`src/rtl/core/hbcm_pkg.sv`:
```
// Package: types and constants for the hashed buffer cache manager.
package hbcm_pkg;
   localparam int NUM_BUFFERS_DEF = 32;
   localparam int NUM_BUCKETS_DEF = 13;
   localparam logic [7:0] REFS_MAX = 8'd255;

   typedef enum logic [1:0] {
      REQ_GET     = 2'd0,
      REQ_RELEASE = 2'd1,
      REQ_PIN     = 2'd2,
      REQ_UNPIN   = 2'd3
   } req_kind_type;

   typedef enum logic [1:0] {
      ST_OK        = 2'd0,
      ST_NO_FREE   = 2'd1,
      ST_UNDERFLOW = 2'd2,
      ST_SATURATED = 2'd3
   } status_type;

   typedef enum logic [2:0] {
      S_IDLE,
      S_HIT_SCAN,
      S_VIC_SCAN,
      S_SLOT_RD,
      S_SLOT_ACT,
      S_RANK_PASS,
      S_RESP
   } fsm_type;
endpackage

```
`src/rtl/core/hbcm_if.sv`:
```
// Interfaces: request and response channels.
interface hbcm_req_if;
   logic        valid;
   logic        ready;
   logic [1:0]  req_type;
   logic [7:0]  device_id;
   logic [31:0] block_number;
   logic [4:0]  buffer_slot;
   modport source (output valid, req_type, device_id, block_number, buffer_slot,
                   input ready);
   modport sink (input valid, req_type, device_id, block_number, buffer_slot,
                 output ready);
endinterface

interface hbcm_rsp_if;
   logic       valid;
   logic       ready;
   logic [4:0] slot_out;
   logic       hit;
   logic       needs_read;
   logic [1:0] status;
   modport source (output valid, slot_out, hit, needs_read, status, input ready);
   modport sink (input valid, slot_out, hit, needs_read, status, output ready);
endinterface

```
`src/rtl/core/hashed_buffer_cache_manager.sv`:
```
// Top level: hashed buffer cache manager with tag memory and sequencer.
//  channel | dir | handshake       | payload
//  req     | in  | valid/ready     | req_type, device_id, block_number, buffer_slot
//  rsp     | out | valid/ready     | slot_out, hit, needs_read, status
// Get: hit scan, then a victim scan on a miss, then a rank pass on a fill.
// Release/pin/unpin: slot read, then slot update, plus a rank pass when a release frees the buffer.
// The single-port-read tag memory sets the scan length; one entry is read per cycle.
// Reset (synchronous) starts a clear of every tag entry, during which no request is taken.
// The response holds in its register until taken; the next request waits for it.
module hashed_buffer_cache_manager
   import hbcm_pkg::*;
#(
   parameter int NUM_BUFFERS = NUM_BUFFERS_DEF,
   parameter int NUM_BUCKETS = NUM_BUCKETS_DEF
) (
   input logic clock,
   input logic reset,
   hbcm_req_if.sink   req,
   hbcm_rsp_if.source rsp
);
   localparam int AW = $clog2(NUM_BUFFERS);
   localparam int BW = (NUM_BUCKETS > 1) ? $clog2(NUM_BUCKETS) : 1;
   localparam int CW = AW + 1;
   // residues of byte weights, and reciprocal for the last small reduction
   localparam int HC1 = 256 % NUM_BUCKETS;
   localparam int HC2 = 65536 % NUM_BUCKETS;
   localparam int HC3 = 16777216 % NUM_BUCKETS;
   localparam int HM  = (8192 + NUM_BUCKETS - 1) / NUM_BUCKETS;

   typedef struct packed {
      logic [7:0]    dev;
      logic [31:0]   blk;
      logic [7:0]    refs;
      logic          loaded;
      logic [BW-1:0] bucket;
      logic [AW-1:0] rank;
   } entry_type;

   entry_type mem [NUM_BUFFERS];
   entry_type rd_ff;

   fsm_type state_ff, state_in;
   logic [CW-1:0] cnt_ff, cnt_in;
   logic          clr_ff, clr_in;
   logic [AW-1:0] clr_idx_ff, clr_idx_in;

   logic [1:0]  op_ff, op_in;
   logic [7:0]  dev_ff, dev_in;
   logic [31:0] blk_ff, blk_in;
   logic [4:0]  slot_ff, slot_in;
   logic [BW-1:0] hash_ff, hash_in;
   logic [13:0]   hfold_ff, hfold_in;

   logic          found_ff, found_in;
   logic [AW-1:0] best_ff, best_in;
   logic [AW-1:0] brank_ff, brank_in;
   logic [BW-1:0] bbuck_ff, bbuck_in;
   logic [AW-1:0] pivot_ff, pivot_in;

   logic       vld_ff, vld_in;
   logic [4:0] ro_slot_ff, ro_slot_in;
   logic       ro_hit_ff, ro_hit_in;
   logic       ro_rd_ff, ro_rd_in;
   logic [1:0] ro_st_ff, ro_st_in;

   logic          re;
   logic [AW-1:0] raddr;
   logic          we;
   logic [AW-1:0] waddr;
   entry_type     wdata;

   logic [AW-1:0] prev_idx;
   logic [13:0]   hsum1;
   logic [10:0]   hsum2;
   logic [8:0]    hsum3;
   logic [22:0]   hprod;
   logic [8:0]    hquo;
   logic [8:0]    hrem;

   assign prev_idx = AW'(cnt_ff - CW'(1));

   always_ff @(posedge clock) begin
      if (we) mem[waddr] <= wdata;
      if (re) rd_ff <= mem[raddr];
   end

   // block mod NUM_BUCKETS in three steps: fold bytes by their residues twice,
   // then finish with a small reciprocal multiply
   assign hsum1 = 14'(blk_ff[7:0]) + 14'(blk_ff[15:8]) * 14'(HC1) +
                  14'(blk_ff[23:16]) * 14'(HC2) + 14'(blk_ff[31:24]) * 14'(HC3);
   assign hsum2 = 11'(hfold_ff[7:0]) + 11'(hfold_ff[13:8]) * 11'(HC1);
   assign hsum3 = 9'(hsum2[7:0]) + 9'(hsum2[10:8]) * 9'(HC1);
   assign hprod = 23'(hfold_ff[8:0]) * 23'(HM);
   assign hquo  = hprod[21:13];
   assign hrem  = hfold_ff[8:0] - hquo * 9'(NUM_BUCKETS);

   always_ff @(posedge clock) begin
      if (reset) begin
         state_ff   <= S_IDLE;
         clr_ff     <= 1'b1;
         clr_idx_ff <= '0;
         vld_ff     <= 1'b0;
         cnt_ff     <= '0;
      end else begin
         state_ff   <= state_in;
         clr_ff     <= clr_in;
         clr_idx_ff <= clr_idx_in;
         vld_ff     <= vld_in;
         cnt_ff     <= cnt_in;
      end
      op_ff <= op_in; dev_ff <= dev_in; blk_ff <= blk_in; slot_ff <= slot_in;
      hash_ff <= hash_in; hfold_ff <= hfold_in; found_ff <= found_in; best_ff <= best_in;
      brank_ff <= brank_in; bbuck_ff <= bbuck_in; pivot_ff <= pivot_in;
      ro_slot_ff <= ro_slot_in; ro_hit_ff <= ro_hit_in;
      ro_rd_ff <= ro_rd_in; ro_st_ff <= ro_st_in;
   end

   always_comb begin
      state_in = state_ff; cnt_in = cnt_ff; clr_in = clr_ff; clr_idx_in = clr_idx_ff;
      op_in = op_ff; dev_in = dev_ff; blk_in = blk_ff; slot_in = slot_ff;
      hash_in = hash_ff; found_in = found_ff; best_in = best_ff; brank_in = brank_ff;
      bbuck_in = bbuck_ff; pivot_in = pivot_ff; hfold_in = hfold_ff;
      vld_in = vld_ff; ro_slot_in = ro_slot_ff; ro_hit_in = ro_hit_ff;
      ro_rd_in = ro_rd_ff; ro_st_in = ro_st_ff;
      re = 1'b0; raddr = '0; we = 1'b0; waddr = '0; wdata = rd_ff;
      req.ready = 1'b0;

      if (vld_ff && rsp.ready) vld_in = 1'b0;

      if (clr_ff) begin
         we = 1'b1; waddr = clr_idx_ff;
         wdata = '0; wdata.rank = clr_idx_ff;
         clr_idx_in = clr_idx_ff + AW'(1);
         if (32'(clr_idx_ff) == NUM_BUFFERS - 1) clr_in = 1'b0;
      end else begin
         case (state_ff)
            S_IDLE: begin
               req.ready = !vld_ff;
               if (req.valid && !vld_ff) begin
                  op_in = req.req_type; dev_in = req.device_id;
                  blk_in = req.block_number; slot_in = req.buffer_slot;
                  found_in = 1'b0; cnt_in = '0; hash_in = '0;
                  if (req_kind_type'(req.req_type) == REQ_GET) begin
                     state_in = S_HIT_SCAN;
                  end else if (32'(req.buffer_slot) >= NUM_BUFFERS) begin
                     ro_slot_in = req.buffer_slot; ro_hit_in = 1'b0; ro_rd_in = 1'b0;
                     ro_st_in = ST_NO_FREE; vld_in = 1'b1;
                  end else begin
                     state_in = S_SLOT_RD;
                  end
               end
            end
            S_HIT_SCAN: begin
               if (cnt_ff == CW'(0)) hfold_in = hsum1;
               else if (cnt_ff == CW'(1)) hfold_in = 14'(hsum3);
               else if (cnt_ff == CW'(2)) hash_in = BW'(hrem);
               if (32'(cnt_ff) < NUM_BUFFERS) begin
                  re = 1'b1; raddr = AW'(cnt_ff);
               end
               if (cnt_ff != '0) begin
                  if (rd_ff.dev == dev_ff && rd_ff.blk == blk_ff &&
                      (!found_ff || rd_ff.rank > brank_ff)) begin
                     found_in = 1'b1; best_in = prev_idx; brank_in = rd_ff.rank;
                  end
               end
               cnt_in = cnt_ff + CW'(1);
               if (32'(cnt_ff) == NUM_BUFFERS) begin
                  cnt_in = '0;
                  if (found_in) begin
                     re = 1'b1; raddr = best_in;
                     state_in = S_SLOT_ACT;
                     slot_in = 5'(best_in);
                  end else begin
                     found_in = 1'b0;
                     state_in = S_VIC_SCAN;
                  end
               end
            end
            S_VIC_SCAN: begin
               if (32'(cnt_ff) < NUM_BUFFERS) begin
                  re = 1'b1; raddr = AW'(cnt_ff);
               end
               if (cnt_ff != '0) begin
                  if (rd_ff.refs == 8'd0 &&
                      (!found_ff || rd_ff.bucket < bbuck_ff ||
                       (rd_ff.bucket == bbuck_ff && rd_ff.rank < brank_ff))) begin
                     found_in = 1'b1; best_in = prev_idx;
                     brank_in = rd_ff.rank; bbuck_in = rd_ff.bucket;
                  end
               end
               cnt_in = cnt_ff + CW'(1);
               if (32'(cnt_ff) == NUM_BUFFERS) begin
                  cnt_in = '0;
                  if (!found_in) begin
                     ro_slot_in = '0; ro_hit_in = 1'b0; ro_rd_in = 1'b0;
                     ro_st_in = ST_NO_FREE; vld_in = 1'b1; state_in = S_IDLE;
                  end else begin
                     we = 1'b1; waddr = best_in;
                     wdata.dev = dev_ff; wdata.blk = blk_ff; wdata.refs = 8'd1;
                     wdata.loaded = 1'b1; wdata.bucket = hash_ff;
                     wdata.rank = AW'(NUM_BUFFERS - 1);
                     pivot_in = brank_in; slot_in = 5'(best_in);
                     ro_slot_in = 5'(best_in); ro_hit_in = 1'b0; ro_rd_in = 1'b1;
                     ro_st_in = ST_OK;
                     state_in = S_RANK_PASS;
                  end
               end
            end
            S_SLOT_RD: begin
               re = 1'b1; raddr = AW'(slot_ff);
               state_in = S_SLOT_ACT;
            end
            S_SLOT_ACT: begin
               ro_slot_in = slot_ff; ro_hit_in = 1'b0; ro_rd_in = 1'b0;
               state_in = S_IDLE;
               vld_in = 1'b1;
               waddr = AW'(slot_ff);
               if (req_kind_type'(op_ff) == REQ_GET || req_kind_type'(op_ff) == REQ_PIN) begin
                  ro_hit_in = (req_kind_type'(op_ff) == REQ_GET);
                  if (rd_ff.refs == REFS_MAX) begin
                     ro_st_in = ST_SATURATED;
                  end else begin
                     ro_st_in = ST_OK; we = 1'b1;
                     wdata.refs = rd_ff.refs + 8'd1;
                     if (req_kind_type'(op_ff) == REQ_GET) begin
                        ro_rd_in = !rd_ff.loaded; wdata.loaded = 1'b1;
                     end
                  end
               end else if (rd_ff.refs == 8'd0) begin
                  ro_st_in = ST_UNDERFLOW;
               end else begin
                  ro_st_in = ST_OK; we = 1'b1;
                  wdata.refs = rd_ff.refs - 8'd1;
                  if (req_kind_type'(op_ff) == REQ_RELEASE && rd_ff.refs == 8'd1) begin
                     wdata.rank = AW'(NUM_BUFFERS - 1);
                     pivot_in = rd_ff.rank; cnt_in = '0;
                     vld_in = 1'b0; state_in = S_RANK_PASS;
                  end
               end
            end
            S_RANK_PASS: begin
               // read i, then decrement rank if above pivot; skip the acted slot
               if (32'(cnt_ff) < NUM_BUFFERS) begin
                  re = 1'b1; raddr = AW'(cnt_ff);
               end
               if (cnt_ff != '0 && prev_idx != AW'(slot_ff) && rd_ff.rank > pivot_ff) begin
                  we = 1'b1; waddr = prev_idx;
                  wdata.rank = rd_ff.rank - AW'(1);
               end
               cnt_in = cnt_ff + CW'(1);
               if (32'(cnt_ff) == NUM_BUFFERS) begin
                  cnt_in = '0; vld_in = 1'b1; state_in = S_IDLE;
               end
            end
            default: state_in = S_IDLE;
         endcase
      end
   end

   assign rsp.valid      = vld_ff;
   assign rsp.slot_out   = ro_slot_ff;
   assign rsp.hit        = ro_hit_ff;
   assign rsp.needs_read = ro_rd_ff;
   assign rsp.status     = ro_st_ff;

`ifndef SYNTH
   a_no_accept_in_clear: assert property (@(posedge clock) disable iff (reset)
      clr_ff |-> !(req.valid && req.ready)) else $error("request taken during clear");
   a_rsp_hold: assert property (@(posedge clock) disable iff (reset)
      (vld_ff && !rsp.ready) |=> vld_ff) else $error("response dropped");
   a_idle_on_accept: assert property (@(posedge clock) disable iff (reset)
      (req.valid && req.ready) |-> (state_ff == S_IDLE && !vld_ff))
      else $error("accept while busy");
   a_rank_pass_write: assert property (@(posedge clock) disable iff (reset)
      (state_ff == S_RANK_PASS && we) |-> (waddr != AW'(slot_ff)))
      else $error("rank pass touched acted slot");
`endif
endmodule

```
`src/flat_wrapper.sv`:
```
// flat-port wrapper written by rule: the top's interface ports become plain ports
module hashed_buffer_cache_manager_flat import hbcm_pkg::*;
#(
   parameter int NUM_BUFFERS = NUM_BUFFERS_DEF,
   parameter int NUM_BUCKETS = NUM_BUCKETS_DEF
)
  (clock, reset, req_valid, req_req_type, req_device_id, req_block_number, req_buffer_slot, req_ready, rsp_valid, rsp_slot_out, rsp_hit, rsp_needs_read, rsp_status, rsp_ready);
  hbcm_req_if req_i ();
  hbcm_rsp_if rsp_i ();
  input logic clock;
  input logic reset;
  input wire logic [$bits(req_i.valid)-1:0] req_valid;
  input wire logic [$bits(req_i.req_type)-1:0] req_req_type;
  input wire logic [$bits(req_i.device_id)-1:0] req_device_id;
  input wire logic [$bits(req_i.block_number)-1:0] req_block_number;
  input wire logic [$bits(req_i.buffer_slot)-1:0] req_buffer_slot;
  output wire logic [$bits(req_i.ready)-1:0] req_ready;
  output wire logic [$bits(rsp_i.valid)-1:0] rsp_valid;
  output wire logic [$bits(rsp_i.slot_out)-1:0] rsp_slot_out;
  output wire logic [$bits(rsp_i.hit)-1:0] rsp_hit;
  output wire logic [$bits(rsp_i.needs_read)-1:0] rsp_needs_read;
  output wire logic [$bits(rsp_i.status)-1:0] rsp_status;
  input wire logic [$bits(rsp_i.ready)-1:0] rsp_ready;
  assign req_i.valid = req_valid;
  assign req_i.req_type = req_req_type;
  assign req_i.device_id = req_device_id;
  assign req_i.block_number = req_block_number;
  assign req_i.buffer_slot = req_buffer_slot;
  assign req_ready = req_i.ready;
  assign rsp_valid = rsp_i.valid;
  assign rsp_slot_out = rsp_i.slot_out;
  assign rsp_hit = rsp_i.hit;
  assign rsp_needs_read = rsp_i.needs_read;
  assign rsp_status = rsp_i.status;
  assign rsp_i.ready = rsp_ready;
  hashed_buffer_cache_manager #(.NUM_BUFFERS(NUM_BUFFERS), .NUM_BUCKETS(NUM_BUCKETS)) u_core (.clock(clock), .reset(reset), .req(req_i), .rsp(rsp_i));
endmodule
```
`config.mk`:
```
export PLATFORM = sky130hd
export DESIGN_NAME = hashed_buffer_cache_manager_flat
export DESIGN_NICKNAME = d
export VERILOG_FILES = /design/src/rtl/core/hbcm_pkg.sv /design/src/rtl/core/hbcm_if.sv /design/src/rtl/core/hashed_buffer_cache_manager.sv /design/src/flat_wrapper.sv
export SDC_FILE = /design/constraint.sdc
export NUM_CORES = 2
export LEC_CHECK = 0
export ABC_AREA = 1
export BUFFER_PORTS_ARGS = -buffer_cell sky130_fd_sc_hd__buf_2
export CORE_ASPECT_RATIO = 2
export CORE_MARGIN = 4
export CORE_UTILIZATION = 55
export DETAILED_ROUTE_END_ITERATION = 8
export MAX_ROUTING_LAYER = met4
export PLACE_DENSITY = 0.71
export SYNTH_ARGS = -nofsm -noshare
export SYNTH_HDL_FRONTEND = slang
export SYNTH_SLANG_ARGS = --single-unit
```
`constraint.sdc`:
```
create_clock -name clock -period 11.14 [get_ports clock]
set_input_delay 2.228 -clock clock [delete_from_list [all_inputs] [get_ports clock]]
set_output_delay 2.228 -clock clock [all_outputs]
set_load 0.005 [all_outputs]
```
Yosys cells after proc, flatten, opt, wreduce, memory -nomap -nowiden
Memories as Yosys holds them, arrays and structs flattened. A register that Yosys moved wholly into a read port is not among the register bits.
Index checks and enable logic that the tools add are counted.
{"block": "classes", "n_addsub": 12, "n_mul": 6, "n_lt_le_gt_ge": 5, "eq_ne": 31, "n_mux": 128, "n_bitwise": 1, "reduce_logical": 42}
{"op": "58-bit 2-to-1 mux", "count": 3}
{"op": "5-bit 2-to-1 mux", "count": 31}
{"op": "5-bit one-hot mux with 3 select lines", "count": 4}
{"op": "1-bit 2-to-1 mux", "count": 45}
{"op": "40-bit 2-to-1 mux", "count": 1}
{"op": "5-bit one-hot mux with 2 select lines", "count": 4}
{"op": "32-bit == test", "count": 1}
{"op": "6-bit 2-to-1 mux", "count": 5}
{"op": "14-bit 2-to-1 mux", "count": 2}
{"op": "3-bit 2-to-1 mux", "count": 9}
{"op": "4-bit 2-to-1 mux", "count": 5}
{"op": "2-bit by 1-bit != test with 1-bit output, second input constant", "count": 10}
{"op": "9-bit by 10-bit multiplier with 19-bit output, second input constant", "count": 1}
{"op": "3-bit one-hot mux with 6 select lines", "count": 1}
{"op": "6-bit one-hot mux with 3 select lines", "count": 1}
{"op": "9-bit one-hot mux with 2 select lines", "count": 1}
{"op": "8-bit 2-to-1 mux", "count": 2}
{"op": "14-bit by 10-bit adder with 14-bit output", "count": 1}
{"op": "14-bit by 8-bit adder with 14-bit output", "count": 1}
{"op": "7-bit AND reduction", "count": 2}
{"op": "8-bit by 12-bit adder with 13-bit output", "count": 1}
{"op": "8-bit by 4-bit multiplier with 12-bit output, second input constant", "count": 1}
{"op": "1-bit one-hot mux with 3 select lines", "count": 4}
{"op": "3-bit AND reduction", "count": 4}
{"op": "53 further kinds", "count": 85}
{"block": "totals", "ff_bits": 110, "ram_bits": 1856, "inputBits": 51, "wordCells": 246, "mem_count": 1}
{"memory": "u_core.mem", "depth": 32, "word_bits": 58, "read_ports": 1, "rd_clocked_by_memory_dff": 1, "write_ports": 1, "line_no": "hashed_buffer_cache_manager.sv:39", "rtl": "entry_type mem [NUM_BUFFERS];"}

Longest topological paths before layout
{"block": "depth", "depth_word": 14, "mapped_depth": 27, "mapped_depth_nobuf": 27}

Least setup slack after synthesis
Ideal clock, no wire load.
{"block": "synth_path", "path_type": "in2reg", "startpoint": "input port req_valid", "endpoint": "register u_core.blk_ff[0], enable pin", "setup_time_ps": 494, "arrival_ps": 5189, "setup_slack_ps": 5457, "cell_stages": 2, "n_path_buf": 0, "cell_sequence": "nand2_1 -> nor3_1"}
{"block": "synth_via", "elab_chain_len": 2}
{"item": "start, declared", "line_no": "flat_wrapper.sv:12", "rtl": "input wire logic [$bits(req_i.valid)-1:0] req_valid;"}
{"item": "1-bit logical AND", "line_no": "hashed_buffer_cache_manager.sv:139", "rtl": "if (req.valid && !vld_ff) begin"}
{"item": "3-bit AND reduction (no source line)"}
{"item": "end signal, assigned", "line_no": "hashed_buffer_cache_manager.sv:111", "rtl": "op_ff <= op_in; dev_ff <= dev_in; blk_ff <= blk_in; slot_ff <= slot_in;"}
{"item": "end, declared", "line_no": "hashed_buffer_cache_manager.sv:49", "rtl": "logic [31:0] blk_ff, blk_in;"}
Every way passes these cells.
A chain may end at the register's enable or synchronous reset.

Worst setup path after layout
{"block": "layout_path", "startpoint": "register u_core.blk_ff[23]", "endpoint": "register u_core.rd_ff[34] (netlist name)"}
{"block": "layout_via", "elab_chain_len": 11, "word_cells_on_any_way": 17, "classes_between": "eq/ne (1); mux (14); reduce/logical (2)"}
{"item": "32-bit == test (*)", "line_no": "hashed_buffer_cache_manager.sv:161", "rtl": "if (rd_ff.dev == dev_ff && rd_ff.blk == blk_ff &&"}
{"item": "1-bit logical AND (*) (2 in a row)", "line_no": "hashed_buffer_cache_manager.sv:161"}
{"item": "1-bit 2-to-1 mux", "line_no": "hashed_buffer_cache_manager.sv:161"}
{"item": "1-bit 2-to-1 mux", "line_no": "hashed_buffer_cache_manager.sv:160", "rtl": "if (cnt_ff != '0) begin"}
{"item": "1-bit 2-to-1 mux", "line_no": "hashed_buffer_cache_manager.sv:136", "rtl": "case (state_ff)"}
{"item": "1-bit 2-to-1 mux", "line_no": "hashed_buffer_cache_manager.sv:130", "rtl": "if (clr_ff) begin"}
{"item": "5-bit 2-to-1 mux or 1-bit 2-to-1 mux (tied branches)", "line_no": "hashed_buffer_cache_manager.sv:169", "rtl": "if (found_in) begin"}
{"item": "5-bit 2-to-1 mux or 1-bit 2-to-1 mux (tied branches)", "line_no": "hashed_buffer_cache_manager.sv:167", "rtl": "if (32'(cnt_ff) == NUM_BUFFERS) begin"}
{"item": "5-bit one-hot mux with 3 select lines or 1-bit one-hot mux with 3 select lines (tied branches)", "line_no": "hashed_buffer_cache_manager.sv:136"}
{"item": "5-bit 2-to-1 mux or 1-bit 2-to-1 mux (tied branches)", "line_no": "hashed_buffer_cache_manager.sv:130"}
Every way passes the cells marked *; elsewhere a longest branch is shown, timed or not. The select of a mux whose other input is x is not followed.

==> run_results.csv <==
group,metric,value,unit
clock_network,clk_pin_slew,70,ps
cells_and_area,final_core_util,0.603,
cells_and_area,nNetsFinal,9179,
placed_design,hpwl,151000,um
synth,synth_edf_count,2007,
critical_path,critPathCapture,"u_core.rd_ff[34]$_DFFE_PP_",
sta,fmax,0.137,GHz
placed_design,numPortBuffers,61,
critical_path,cp-startpoint,"u_core.blk_ff[23]$_DFFE_PP_",
critical_path,crit_path_start_kind,"flop",
floorplanning,start_util,0.554,
global_routing,grt_overflow,0,
synth,ys.flop_type,"edfxtp_1",
critical_path,regToRegStartpoint,"u_core.blk_ff[23]$_DFFE_PP_",
critical_path,crit_fanout,188,
route,viasPerCell,6.08,
critical_path,r2r-end,"u_core.rd_ff[34]$_DFFE_PP_",
global_routing,grt_antenna_before_repair,3,
critical_path,crit_arrival,8000,ps
synth,synth_area,0.0950,sq mm
sta,relSlewSlack,0.0294,
route,dr.first_iter.drc_count,9096,
clock_network,cts_resized,0,
sta,period_share,0.657,
floorplanning,dieArea,0.180,sq mm
sta,hold_ws,507,ps
cells_and_area,fillers,13800,
clock_network,post_cts_buffers,0,
pwr,vdd_drop_max,0.118,mV
worst_hold_path,hold_path.class,"reg -> reg",
synth,syn_inst,9093,
placed_design,dpl_worst_slack,4110,ps
pwr,power_density,145,mW/mm^2
pwr,leakagePower,41.7,nW
clock_network,clk_path_buf_depth,4,
floorplanning,die_x,302,um
floorplanning,pin_count,62,
cells_and_area,area_growth,8.97,%
route,drt_wl_total,291000,um
route,antenna_left,0,
route,dr.pass1.iters,6,
global_routing,grt_max_degree,209,
synth,async_flop_share,0,
critical_path,reg2reg_depth,22,
synth,avgSynthCellArea,10.5,sq um
cells_and_area,drive_gt1_frac,0.0641,
critical_path,end_kind,"flop",
sta,totalNegativeSetupSlack,0,ps
clock_network,htreeDepth,4,
flow_run,maxCapViolCount,0,
sta,finalCriticalPeriod,7320,ps
floorplanning,die_h,596,um
critical_path,crit_type,"reg -> reg",
synth,yosys_warnings,0,
critical_path,required,11820,ps
floorplanning,rows,215,
route,drc,0,
synth,ys_types,52,
sta,tightestPinTransition,1460,ps
sta,fin_skew,56.4,ps
sta,setup_viol,0,
run_status,status,"completed",
global_routing,grt_pass1_wl,426000,um
global_routing,grt_pass1_vias,67100,
placed_design,gp_congestion,0.937,
critical_path,r2r_setup_slack,3820,ps
global_routing,track_usage,0.327,
synth,ys_ff_latch,2023,
sta,slew_violations,0,
clock_network,cts_hold_buf,0,
route,vias,69100,
sta,rsz0062_at_grt,"false",
sta,finalHoldViolations,0,
clock_network,clock-sinks,2023,
clock_network,numCtsBuffers,181,
clock_network,cts_tree,"done",
sta,setup_ws,3820,ps
floorplanning,core_region_area,0.172,sq mm
route,wire_per_inst,25.6,um
synth,seq_area_frac_synth,0.638,
clock_network,root_buffer,"clkbuf_16",
synth,syn_nets,9325,
clock_network,worst_skew_pair.late_latency,830,ps
[sequential cells by signal, summed over array words and instances, names as in the netlist, 2 cells and up]
| name | cells |
|---|---|
| u_core.bbuck_ff | 4 |
| u_core.dev_ff | 8 |
| u_core.brank_ff | 5 |
| u_core.hfold_ff | 13 |
| u_core.best_ff | 5 |
| u_core.op_ff | 2 |
| u_core.slot_ff | 5 |
| u_core.rd_ff | 58 |
| u_core.rsp.status | 2 |
| u_core.rsp.slot_out | 5 |
| u_core.hash_ff | 4 |
| u_core.state_ff | 3 |
| u_core.mem | 1856 |
| u_core.clr_idx_ff | 5 |
| u_core.cnt_ff | 6 |
| u_core.blk_ff | 32 |
| u_core.pivot_ff | 5 |
[layout by cell type (no fill, tap or decap), types with 4 or more instances in the layout]
cell type	instances
a21oi_1	60
a21oi_2	30
a21oi_4	6
buf_12	19
buf_2	61
buf_4	139
bufinv_16	25
clkbuf_1	25
clkbuf_16	187
clkinv_1	32
clkinv_2	28
clkinvlp_4	12
dfxtp_1	15
edfxtp_1	2007
fa_1	54
ha_1	127
inv_1	1555
inv_2	7
inv_6	5
nand2_1	1334
nand2_4	4
nand3_1	2188
nand3b_1	464
nand4_1	9
nor2_1	368
nor2_4	33
nor3_1	20
o211ai_1	8
o21ai_0	114
o21ai_1	4
o21bai_1	6
o22ai_1	7
xnor2_1	36
xor2_1	32
[cells in the mapped netlist, drive strengths merged (6+ instances only)]
| master | count | area [sq um] |
|---|---|---|
| fa | 54 | 1080 |
| nor3 | 23 | 115 |
| xor2 | 32 | 280 |
| nand3b | 464 | 3480 |
| clkbuf | 191 | 717 |
| inv | 1567 | 5880 |
| xnor2 | 36 | 315 |
| buf | 357 | 1810 |
| dfxtp | 16 | 320 |
| nand3 | 2192 | 11000 |
| a21oi | 96 | 507 |
| o211ai | 8 | 60.1 |
| nand2 | 1339 | 5030 |
| o22ai | 7 | 43.8 |
| nor2 | 403 | 1520 |
| ha | 127 | 1590 |
| nand4 | 9 | 56.3 |
| o21ai | 120 | 601 |
| o21bai | 6 | 45.0 |
| edfxtp | 2007 | 60300 |
[critical path, stage by stage (launching register included)]
cell,delay (ps)
edfxtp_1,660
inv_1,200
nand2_1,100
nand2_1,70
inv_1,60
nand2_1,70
nor2_1,120
nand2_1,80
nor2_1,560
nand3_2,300
a21oi_4,360
nand3_4,570
nand2_4,740
buf_12,740
nand2_8,760
buf_12,580
nand2_1,230
nand3_1,90
nand3_1,110
nand3_1,140
nand2_1,160
nand2_1,70
nand2_1,80
[layer usage]
layer	vias to the layer above	routed length (um)	track usage
li1	30300	-	-
met1	33200	98500	0.389
met2	4415	140000	0.530
met3	1137	29500	0.0433
met4	0	22500	0.203
met5	-	0	-
[final cells by class]
type	count	area (sq um)	area share
diodes	3	7.51	0.0000725
clock buffers	212	4770	0.0461
clock inverters	101	1140	0.0110
inverters	1568	5920	0.0571
multi-input cells	4954	26500	0.256
flip-flops and latches	2023	60600	0.585
well taps	2278	2850	0.0275
repair buffers	219	1730	0.0167
[worst min path at each step]
stage	startpoint	cells after the start	end
6_report	u_core.clr_idx_ff[3]$_SDFFE_PP0P_	1	u_core.clr_idx_ff[3]$_SDFFE_PP0P_
5_1_grt	u_core.clr_idx_ff[3]$_SDFFE_PP0P_	1	u_core.clr_idx_ff[3]$_SDFFE_PP0P_
4_1_cts	u_core.clr_idx_ff[3]$_SDFFE_PP0P_	1	u_core.clr_idx_ff[3]$_SDFFE_PP0P_
3_5_place_dp	u_core.clr_idx_ff[3]$_SDFFE_PP0P_	1	u_core.clr_idx_ff[3]$_SDFFE_PP0P_
3_3_place_gp	u_core.clr_idx_ff[3]$_SDFFE_PP0P_	1	u_core.clr_idx_ff[3]$_SDFFE_PP0P_
2_1_floorplan	u_core.rd_ff[5]$_DFFE_PP_	0	u_core.bbuck_ff[0]$_DFFE_PP_
[through the flow]
step	cell area, sq um	total power, W	cells
6_report	104000	0.0150	11400
5_1_grt	104000	0.0154	11400
4_1_cts	104000	0.0151	11400
3_5_place_dp	97600	0.00874	11000
3_3_place_gp	97600	0.00873	11000
2_1_floorplan	95000	0.00865	9093
[cell families after synthesis]
group / synth area share
xor+xnor: 0.00627
compound gates: 0.0159
buf+inv: 0.0886
flops: 0.638
fa+ha+maj: 0.0281
simple gates: 0.224
[power breakdown]
part | internal, W | switching, W
Combinational | 0.0000610 | 0.000162
Sequential | 0.00834 | 0.0000164
Clock | 0.00364 | 0.00280
Total | 0.0120 | 0.00297
(Power assumes the default switching activity.)
